--- config.mk ---
export PLATFORM = sky130hd
export DESIGN_NAME = byte_substring_search
export DESIGN_NICKNAME = d
export VERILOG_FILES = /design/src/design/bss_pkg.sv /design/src/design/bss_cell.sv /design/src/design/bss_out_buf.sv /design/src/design/byte_substring_search.sv
export VERILOG_INCLUDE_DIRS = /design/src /design/src/design
export SDC_FILE = /design/constraint.sdc
export NUM_CORES = 1
export LEC_CHECK = 0
export BUFFER_PORTS_ARGS = -buffer_cell sky130_fd_sc_hd__buf_2
export CORE_UTILIZATION = 60
export CTS_CLUSTER_DIAMETER = 40
export CTS_CLUSTER_SIZE = 25
export DETAILED_ROUTE_END_ITERATION = 8
export HOLD_SLACK_MARGIN = 0.03
export PLACE_DENSITY = 0.79
export SYNTH_ARGS = -nofsm -noshare
export SYNTH_HDL_FRONTEND = slang
export SYNTH_SLANG_ARGS = --single-unit
--- constraint.sdc ---
create_clock -name clk_i -period 10.97 [get_ports clk_i]
set_input_delay 1.6455 -clock clk_i [delete_from_list [all_inputs] [get_ports clk_i]]
set_output_delay 1.6455 -clock clk_i [all_outputs]
set_load 0.02 [all_outputs]
--- src/design/assert_macros.svh ---
// Assertion macros shared by the RTL of the substring search block.
// Every check is clocked on clk_i and held off while rst_ni is low.
`ifndef ASSERT_MACROS_SVH
`define ASSERT_MACROS_SVH

// Property that must hold at every clock edge outside reset.
`define BSS_ASSERT(label, prop, msg) \
  label: assert property (@(posedge clk_i) disable iff (!rst_ni) (prop)) else $error(msg);

// Implication from a trigger to a consequence in the next cycle.
`define BSS_ASSERT_NEXT(label, trig, cons, msg) \
  label: assert property (@(posedge clk_i) disable iff (!rst_ni) (trig) |=> (cons)) \
    else $error(msg);

`endif

--- src/design/bss_pkg.sv ---
// Package of the substring search block: widths, types, register indexes
// and the case folding function. No dependencies.
`timescale 1ns / 1ps

package bss_pkg;

  localparam int unsigned NEEDLE_MAX_DEF = 8;
  localparam int unsigned NEEDLE_W      = 64;
  localparam int unsigned LEN_W         = 4;
  localparam int unsigned OFFSET_W      = 32;
  localparam int unsigned CFG_IDX_W     = 2;

  localparam logic [CFG_IDX_W-1:0] REG_NEEDLE_BYTES  = 2'd0;
  localparam logic [CFG_IDX_W-1:0] REG_NEEDLE_LENGTH = 2'd1;
  localparam logic [CFG_IDX_W-1:0] REG_FOLD_CASE     = 2'd2;

  localparam logic [7:0] ASCII_UPPER_A = 8'h41;
  localparam logic [7:0] ASCII_UPPER_Z = 8'h5A;
  localparam logic [7:0] ASCII_CASE_OFS = 8'h20;

  typedef struct packed {
    logic [NEEDLE_W-1:0] needle;
    logic [LEN_W-1:0]    len;     // already clamped to the cell count
    logic                fold;
  } needle_cfg_t;

  typedef struct packed {
    logic shift;  // take the neighbour's byte
    logic clear;  // end of haystack: empty the window
  } cell_ctrl_t;

  typedef struct packed {
    logic                found;
    logic [OFFSET_W-1:0] offset;
  } result_t;

  function automatic logic [7:0] fold_byte(input logic [7:0] c, input logic en);
    logic [7:0] r;
    r = c;
    if (en && c >= ASCII_UPPER_A && c <= ASCII_UPPER_Z) begin
      r = c + ASCII_CASE_OFS;
    end
    return r;
  endfunction

endpackage

--- src/design/bss_cell.sv ---
// One window cell: holds one haystack byte, hands it on to the next cell
// and compares its incoming byte with the needle byte it lines up with.
// Depends on bss_pkg.
`timescale 1ns / 1ps

module bss_cell import bss_pkg::*; #(
  parameter int unsigned CELL_IDX = 0
) (
  input  logic        clk_i,
  input  logic        rst_ni,
  input  cell_ctrl_t  ctrl_i,
  input  needle_cfg_t cfg_i,
  input  logic [7:0]  byte_i,
  output logic [7:0]  byte_o,
  output logic        eq_o
);

  localparam logic [LEN_W-1:0] Idx = LEN_W'(CELL_IDX);

  logic [7:0]       byte_q, byte_d;
  logic [LEN_W-1:0] sel_full;
  logic [2:0]       sel;
  logic [7:0]       needle_byte;
  logic             in_use;

  // Cell k sees the byte that is k places old; it meets needle byte len-1-k.
  assign in_use      = Idx < cfg_i.len;
  assign sel_full    = cfg_i.len - Idx - LEN_W'(1);
  assign sel         = sel_full[2:0];
  assign needle_byte = cfg_i.needle[{sel, 3'b000} +: 8];
  assign eq_o        = !in_use ||
                       (fold_byte(byte_i, cfg_i.fold) == fold_byte(needle_byte, cfg_i.fold));

  always_comb begin
    byte_d = byte_q;
    if (ctrl_i.shift) begin
      byte_d = ctrl_i.clear ? 8'h00 : byte_i;
    end
  end

  always_ff @(posedge clk_i or negedge rst_ni) begin
    if (!rst_ni) begin
      byte_q <= 8'h00;
    end else begin
      byte_q <= byte_d;
    end
  end

  assign byte_o = byte_q;

endmodule

--- src/design/bss_out_buf.sv ---
// Result register with a skid stage, so the input side keeps taking items
// while a result waits. Depends on bss_pkg.
`timescale 1ns / 1ps

module bss_out_buf import bss_pkg::*; (
  input  logic    clk_i,
  input  logic    rst_ni,
  input  logic    push_i,
  input  result_t push_res_i,
  input  logic    out_stall_i,
  output logic    out_valid_o,
  output result_t out_res_o,
  output logic    skid_full_o
);

  logic    out_valid_q, out_valid_d;
  logic    skid_valid_q, skid_valid_d;
  result_t out_res_q, out_res_d;
  result_t skid_res_q, skid_res_d;
  logic    out_free;

  assign out_free = !out_valid_q || !out_stall_i;

  always_comb begin
    out_valid_d  = out_valid_q;
    out_res_d    = out_res_q;
    skid_valid_d = skid_valid_q;
    skid_res_d   = skid_res_q;
    if (out_free) begin
      if (skid_valid_q) begin
        // drain the skid stage; no push can arrive while it is full
        out_valid_d  = 1'b1;
        out_res_d    = skid_res_q;
        skid_valid_d = 1'b0;
      end else begin
        out_valid_d = push_i;
        out_res_d   = push_res_i;
      end
    end else if (push_i) begin
      skid_valid_d = 1'b1;
      skid_res_d   = push_res_i;
    end
  end

  always_ff @(posedge clk_i or negedge rst_ni) begin
    if (!rst_ni) begin
      out_valid_q  <= 1'b0;
      skid_valid_q <= 1'b0;
    end else begin
      out_valid_q  <= out_valid_d;
      skid_valid_q <= skid_valid_d;
    end
  end

  always_ff @(posedge clk_i) begin
    out_res_q  <= out_res_d;
    skid_res_q <= skid_res_d;
  end

  assign out_valid_o = out_valid_q;
  assign out_res_o   = out_res_q;
  assign skid_full_o = skid_valid_q;

endmodule

--- src/design/byte_substring_search.sv ---
// Streaming substring search: one haystack byte per item, first match offset.
// The result of an item is registered in the output register, or in the skid
// stage while the output stalls. Throughput: one item per cycle, set by the
// row of window cells that shift and compare in parallel; input stalls only
// while the skid stage holds a second waiting result. Reset clears the config
// registers, the valid flags, the window, the byte count and the reported flag.
`timescale 1ns / 1ps
`include "assert_macros.svh"

module byte_substring_search import bss_pkg::*; #(
  parameter int unsigned NEEDLE_MAX = NEEDLE_MAX_DEF
) (
  input  logic                 clk_i,
  input  logic                 rst_ni,
  // configuration write port
  input  logic                 cfg_we_i,
  input  logic [CFG_IDX_W-1:0] cfg_index_i,
  input  logic [NEEDLE_W-1:0]  cfg_data_i,
  // haystack items
  input  logic                 in_valid_i,
  output logic                 in_stall_o,
  input  logic [7:0]           data_byte_i,
  input  logic                 last_byte_i,
  // result items
  output logic                 out_valid_o,
  input  logic                 out_stall_i,
  output logic                 found_o,
  output logic [OFFSET_W-1:0]  offset_o
);

  localparam logic [LEN_W-1:0]    LenMax  = LEN_W'(NEEDLE_MAX);
  localparam logic [OFFSET_W-1:0] SeenMax = '1;

  // ---------------------------------------------------------------------
  // Configuration registers
  // ---------------------------------------------------------------------
  logic [NEEDLE_W-1:0] needle_q;
  logic [LEN_W-1:0]    len_q;
  logic                fold_q;

  always_ff @(posedge clk_i or negedge rst_ni) begin
    if (!rst_ni) begin
      needle_q <= '0;
      len_q    <= '0;
      fold_q   <= 1'b0;
    end else if (cfg_we_i) begin
      unique case (cfg_index_i)
        REG_NEEDLE_BYTES:  needle_q <= cfg_data_i;
        REG_NEEDLE_LENGTH: len_q    <= cfg_data_i[LEN_W-1:0];
        REG_FOLD_CASE:     fold_q   <= cfg_data_i[0];
        default: ;  // unused index: drop the write
      endcase
    end
  end

  // Clamp the length to the number of cells in the row.
  needle_cfg_t cfg;
  assign cfg.needle = needle_q;
  assign cfg.len    = (len_q > LenMax) ? LenMax : len_q;
  assign cfg.fold   = fold_q;

  // ---------------------------------------------------------------------
  // Handshake and stream control
  // ---------------------------------------------------------------------
  logic       in_acc;
  logic       skid_full;
  cell_ctrl_t ctrl;

  assign in_stall_o = skid_full;
  assign in_acc     = in_valid_i && !in_stall_o;
  assign ctrl.shift = in_acc;
  assign ctrl.clear = last_byte_i;

  // ---------------------------------------------------------------------
  // Row of window cells: cell 0 takes the new byte, each cell passes its
  // byte to the next. Each cell compares the byte it is about to hold, so
  // the compare sees the window including the current item.
  // ---------------------------------------------------------------------
  logic [7:0]            win [NEEDLE_MAX];
  logic [7:0]            cell_in [NEEDLE_MAX];
  logic [NEEDLE_MAX-1:0] eq;

  for (genvar k = 0; k < NEEDLE_MAX; k++) begin : g_cell
    if (k == 0) begin : g_head
      assign cell_in[k] = data_byte_i;
    end else begin : g_tail
      assign cell_in[k] = win[k-1];
    end

    bss_cell #(
      .CELL_IDX(k)
    ) u_cell (
      .clk_i (clk_i),
      .rst_ni(rst_ni),
      .ctrl_i(ctrl),
      .cfg_i (cfg),
      .byte_i(cell_in[k]),
      .byte_o(win[k]),
      .eq_o  (eq[k])
    );
  end

  // ---------------------------------------------------------------------
  // Byte count (saturating) and match bookkeeping
  // ---------------------------------------------------------------------
  logic [OFFSET_W-1:0] seen_q, seen_d, seen_nx;
  logic                reported_q, reported_d;
  logic                hit;
  logic                push;
  result_t             res;

  assign seen_nx = (seen_q == SeenMax) ? seen_q : seen_q + OFFSET_W'(1);

  // A match only counts once the whole needle lies inside the haystack.
  assign hit = (seen_nx >= OFFSET_W'(cfg.len)) && (&eq);

  assign push       = in_acc && !reported_q && (hit || last_byte_i);
  assign res.found  = hit;
  assign res.offset = (hit && cfg.len != '0) ? seen_nx - OFFSET_W'(cfg.len) : '0;

  always_comb begin
    seen_d     = seen_q;
    reported_d = reported_q;
    if (in_acc) begin
      if (last_byte_i) begin
        // end of haystack: start the next one afresh
        seen_d     = '0;
        reported_d = 1'b0;
      end else begin
        seen_d     = seen_nx;
        reported_d = reported_q || hit;
      end
    end
  end

  always_ff @(posedge clk_i or negedge rst_ni) begin
    if (!rst_ni) begin
      seen_q     <= '0;
      reported_q <= 1'b0;
    end else begin
      seen_q     <= seen_d;
      reported_q <= reported_d;
    end
  end

  // ---------------------------------------------------------------------
  // Output register and skid stage
  // ---------------------------------------------------------------------
  result_t out_res;

  bss_out_buf u_out_buf (
    .clk_i      (clk_i),
    .rst_ni     (rst_ni),
    .push_i     (push),
    .push_res_i (res),
    .out_stall_i(out_stall_i),
    .out_valid_o(out_valid_o),
    .out_res_o  (out_res),
    .skid_full_o(skid_full)
  );

  assign found_o  = out_res.found;
  assign offset_o = out_res.offset;

  // ---------------------------------------------------------------------
  // Assertions
  // ---------------------------------------------------------------------
  `BSS_ASSERT(a_skid_behind_out, !skid_full || out_valid_o, "skid full with output empty")
  `BSS_ASSERT(a_reported_has_bytes, !reported_q || seen_q != '0, "reported flag with no bytes")
  `BSS_ASSERT(a_one_result, !(push && reported_q), "second result in one haystack")
  `BSS_ASSERT_NEXT(a_hit_marks, push && hit && !last_byte_i, reported_q, "match not recorded")

endmodule
==> results.toml <==
[yosys]
post_synthesis_simple_gate_area_fraction = 0.151
multiplexer_fraction_of_the_synthesized_cell_area = 0.191
largest_family_of_logic_cells_by_synthesized_area = "multiplexers"
asyncSetResetFlopFracSynth = 0.708
post_synth_instance_area_um2 = 15800
yosys.area_share.adder = 0.0182
complex_gate_fraction_of_the_synthesized_area = 0.151
synth_cells = 1577
post_synth_xor_area_fraction = 0.0721
synthesis.area_per_instance_um2 = 10.0
post_synthesis_cell_type_count = 90
ys_seq_area_frac = 0.378
yosys_warnings = 0
dominantRegCellSynth = "sky130_fd_sc_hd__dfrtp_1"
seq_cells_post_synth = 226
synthesis.nets = 1680
count_of_flip_flops_with_a_built_in_enable_after_synthesis = 66

[sta]
slew_headroom = 0.200
setup_total_negative_slack_ns = 0
postLayoutSetupSlackWorst_ns = 4.46
grt_setup_unrepaired = "no"
fin_crit_sh = 0.593
finalSetupViolCount = 0
fin_skew_ns = 0.0152
timing_hold_violations_final = 0
min_period_ns = 6.51
worst_pin_slew_ns = 1.17
timing.fmax_mhz = 154
maxSlewViolCount = 0

[floorplan]
ios = 115
core.rowCount = 59
die_w_um = 164
die_h_um = 164
design.die.area_um2 = 27000
initial_core_util = 0.609
core_area_um2 = 26000

[route]
postRouteAntennaNets = 0
post_drt_via_cell_ratio = 6.49
detailedRoute.firstIterationViolations = 1556
dr_total_vias = 13000
remaining_design_rule_violation_count = 0
avgRoutedWirePerCell_um = 21.1
wirelength_um = 42200
drt-pass1-iter-count = 5

[min_path]
worstHoldPathCells = 2
min_from = "g_cell[6].u_cell.byte_o[7]"
min_path_type = "reg2reg"
whs_endpoint = "g_cell[6].u_cell.byte_o[7]"

[cells_and_area]
fillCellCount = 1955
sequential_cell_area_um2 = 5990
multi_input_comb_area_um2 = 9260
drive_above_1_share = 0.232
nNetsFinal = 1746
antenna_cells_inserted = 0
synthToLayoutAreaGrowth_pct = 11.7

[setup_path]
timing.setup.critical_path_class = "reg2reg"
reg2reg_to = "u_out_buf.out_res_o[1]"
reg2reg_setup_slack_ns = 4.46
worstPathArrival_ns = 6.78
crit_path_max_fanout = 64
worstSetupEndpointType = "flop"
critPathRequiredTime_ns = 11.25
r2r_startpoint = "len_q[3]"
ff2ff_path_depth = 15
setup.worst_path.start = "len_q[3]"
start_kind = "flop"

[grt]
grt_pass1_wl_um = 66500
maximum_number_of_pins_on_one_net_before_global_route_repair = 91
number_of_global_route_vias_before_repair = 12100
number_of_antenna_violations_at_the_first_check_in_global_routing = 0
grt.total_usage = 0.318
grt-ovfl-total = 0

[clock_tree]
cts_inserted_buffers = 34
clk_transition_reported_paths_ns = 0.06
cts_tree = "yes"
cts_max_level = 2
clockBufferDepth = 3
post-cts-setup-buffers = 0
root_buffer = "sky130_fd_sc_hd__clkbuf_16"
worst_skew_pair_latency_ns = 0.50
ctsResizeCount = 0
cts_hold_repair.buffers = 0
clock-sinks = 226

[pwr]
share_comb_of_total_power = 0.418
clock_power_share = 0.298
net-switching-power_mw = 1.39
worst_ir_drop_vdd_mv = 0.162
total_leakage_power_nw = 7.16
seq_power_share = 0.284
power_report.internal_total_mw = 2.30
power.density_cell_area_nw_per_um2 = 209
swShare = 0.377

[place]
place_ws_ns = 4.61
dp_wirelength_um = 29700
portBuffers = 114
routabilityCongestion = 1.03

[outcome]
run_status = "finished clean"

[flow_run]
cap_viol_max_count = 0
-- flip-flops by register name, summed over array words and instances (netlist names), 4 cells and up --
signal,count
g_cell.u_cell.byte_o,56
len_q,4
needle_q,64
seen_q,32
u_out_buf.out_res_o,33
u_out_buf.skid_res_q,33
-- worst max-delay path by stage --
| stage | depth (start not counted) | end |
|---|---|---|
| 2_1_floorplan | 18 | u_out_buf.skid_res_q[0] |
| 3_3_place_gp | 15 | u_out_buf.out_res_o[2] |
| 3_5_place_dp | 15 | u_out_buf.out_res_o[1] |
| 4_1_cts | 15 | u_out_buf.out_res_o[1] |
| 5_1_grt | 15 | u_out_buf.out_res_o[1] |
| 6_report | 15 | u_out_buf.out_res_o[1] |
-- layout make-up --
cell class | instances | share of cell area
clock buffer | 40 | 0.0506
multi-input combinational | 1212 | 0.524
clock inverter | 21 | 0.0147
inverter | 37 | 0.00786
tap | 335 | 0.0237
timing repair buffer | 132 | 0.0403
sequential | 226 | 0.339
-- layout by cell type, fill, tap and decap left out, types with 9 or more instances in the layout --
cell	instances
sky130_fd_sc_hd__a21oi_1	31
sky130_fd_sc_hd__a22oi_1	13
sky130_fd_sc_hd__a2bb2oi_1	10
sky130_fd_sc_hd__a31oi_1	21
sky130_fd_sc_hd__and3_1	13
sky130_fd_sc_hd__buf_2	113
sky130_fd_sc_hd__buf_4	18
sky130_fd_sc_hd__clkbuf_16	35
sky130_fd_sc_hd__dfrtp_1	159
sky130_fd_sc_hd__edfxtp_1	66
sky130_fd_sc_hd__ha_1	23
sky130_fd_sc_hd__inv_1	33
sky130_fd_sc_hd__mux2_2	87
sky130_fd_sc_hd__mux2i_1	90
sky130_fd_sc_hd__mux4_2	50
sky130_fd_sc_hd__nand2_1	230
sky130_fd_sc_hd__nand3_1	34
sky130_fd_sc_hd__nand4_1	18
sky130_fd_sc_hd__nor2_1	92
sky130_fd_sc_hd__nor3_1	28
sky130_fd_sc_hd__nor3b_1	10
sky130_fd_sc_hd__nor4_1	11
sky130_fd_sc_hd__o211ai_1	11
sky130_fd_sc_hd__o21ai_0	111
sky130_fd_sc_hd__o31ai_1	22
sky130_fd_sc_hd__o31ai_2	27
sky130_fd_sc_hd__or3_1	9
sky130_fd_sc_hd__xnor2_1	80
sky130_fd_sc_hd__xor2_1	40
-- power by group through the flow --
stage / clock network (mW) / registers (mW) / logic, mW
floorplan: 0 / 1.04 / 1.14
global placement: 0 / 1.05 / 1.46
detailed placement: 0 / 1.06 / 1.49
CTS: 1.11 / 1.04 / 1.51
global route: 1.15 / 1.06 / 1.65
finish: 1.10 / 1.05 / 1.54
-- routing by layer --
metal | wire (um) | track usage | part of all wire
met5 | 0 | 0 | 0
met4 | 1320 | 0.107 | 0.031
met3 | 4080 | 0.0776 | 0.097
met2 | 19000 | 0.481 | 0.45
met1 | 17800 | 0.447 | 0.42
-- kinds of logic (layout without fill, tap and decap cells) --
| kind of cell | Yosys count | count (layout) |
|---|---|---|
| and+or+nand+nor | 505 | 505 |
| AOI/OAI and AO/OA | 332 | 332 |
| muxes | 228 | 228 |
| DFF | 226 | 226 |
| buffers and inverters | 139 | 230 |
| xor gates and xnor gates | 124 | 124 |
| adders and majority gates | 23 | 23 |
-- synth_stat cells, types with 9 or more instances --
master                        n  area share
sky130_fd_sc_hd__o31ai_1     22       0.010
sky130_fd_sc_hd__nand3_1     34       0.011
sky130_fd_sc_hd__nor3b_1     12      0.0057
sky130_fd_sc_hd__ha_1        23       0.018
sky130_fd_sc_hd__xnor2_1     80       0.044
sky130_fd_sc_hd__edfxtp_1    66        0.13
sky130_fd_sc_hd__mux2_2      87       0.062
sky130_fd_sc_hd__inv_1       33      0.0078
sky130_fd_sc_hd__clkbuf_1    66       0.016
sky130_fd_sc_hd__a21oi_1     31      0.0098
sky130_fd_sc_hd__nor2b_1     10      0.0040
sky130_fd_sc_hd__or3_1        9      0.0036
sky130_fd_sc_hd__buf_2       18      0.0057
sky130_fd_sc_hd__and3_1      13      0.0051
sky130_fd_sc_hd__dfrtp_1    160        0.25
sky130_fd_sc_hd__nor4_1      12      0.0047
sky130_fd_sc_hd__nand2_1    231       0.055
sky130_fd_sc_hd__o31ai_2     27       0.021
sky130_fd_sc_hd__mux2i_1     91       0.058
sky130_fd_sc_hd__o21ai_0    111       0.035
sky130_fd_sc_hd__a31oi_1     21      0.0083
sky130_fd_sc_hd__a2bb2oi_1   10      0.0055
sky130_fd_sc_hd__nor2_1      92       0.022
sky130_fd_sc_hd__a22oi_1     13      0.0062
sky130_fd_sc_hd__o211ai_1    11      0.0052
sky130_fd_sc_hd__xor2_1      40       0.022
sky130_fd_sc_hd__nor3_1      28      0.0089
sky130_fd_sc_hd__nand4_1     18      0.0071
sky130_fd_sc_hd__mux4_2      50       0.071
-- critical path, stage by stage (launching register included) --
cell	delay, ns
sky130_fd_sc_hd__dfrtp_1	0.69
sky130_fd_sc_hd__nor2b_2	0.21
sky130_fd_sc_hd__buf_4	0.31
sky130_fd_sc_hd__inv_1	0.31
sky130_fd_sc_hd__ha_1	0.40
sky130_fd_sc_hd__xnor2_4	0.64
sky130_fd_sc_hd__mux4_2	0.66
sky130_fd_sc_hd__ha_1	0.33
sky130_fd_sc_hd__nor2_1	0.05
sky130_fd_sc_hd__a211oi_1	0.17
sky130_fd_sc_hd__and4_1	0.21
sky130_fd_sc_hd__o211ai_1	0.20
sky130_fd_sc_hd__o41a_1	0.41
sky130_fd_sc_hd__nor4_4	0.39
sky130_fd_sc_hd__nand3_4	0.69
sky130_fd_sc_hd__o31ai_1	0.56
-- metrics by stage --
stage / cells / total power [mW] / utilization / hold slack (ns) / cell area [um^2]
6_report: 2003 / 3.69 / 0.680 / 0.518 / 17700
5_1_grt: 2003 / 3.85 / 0.680 / 0.534 / 17700
4_1_cts: 2003 / 3.66 / 0.680 / 0.523 / 17700
3_5_place_dp: 1942 / 2.55 / 0.635 / 0.517 / 16500
3_3_place_gp: 1942 / 2.52 / 0.635 / 0.497 / 16500
2_1_floorplan: 1577 / 2.17 / - / 0.464 / 15800
(Power assumes the default switching activity.)
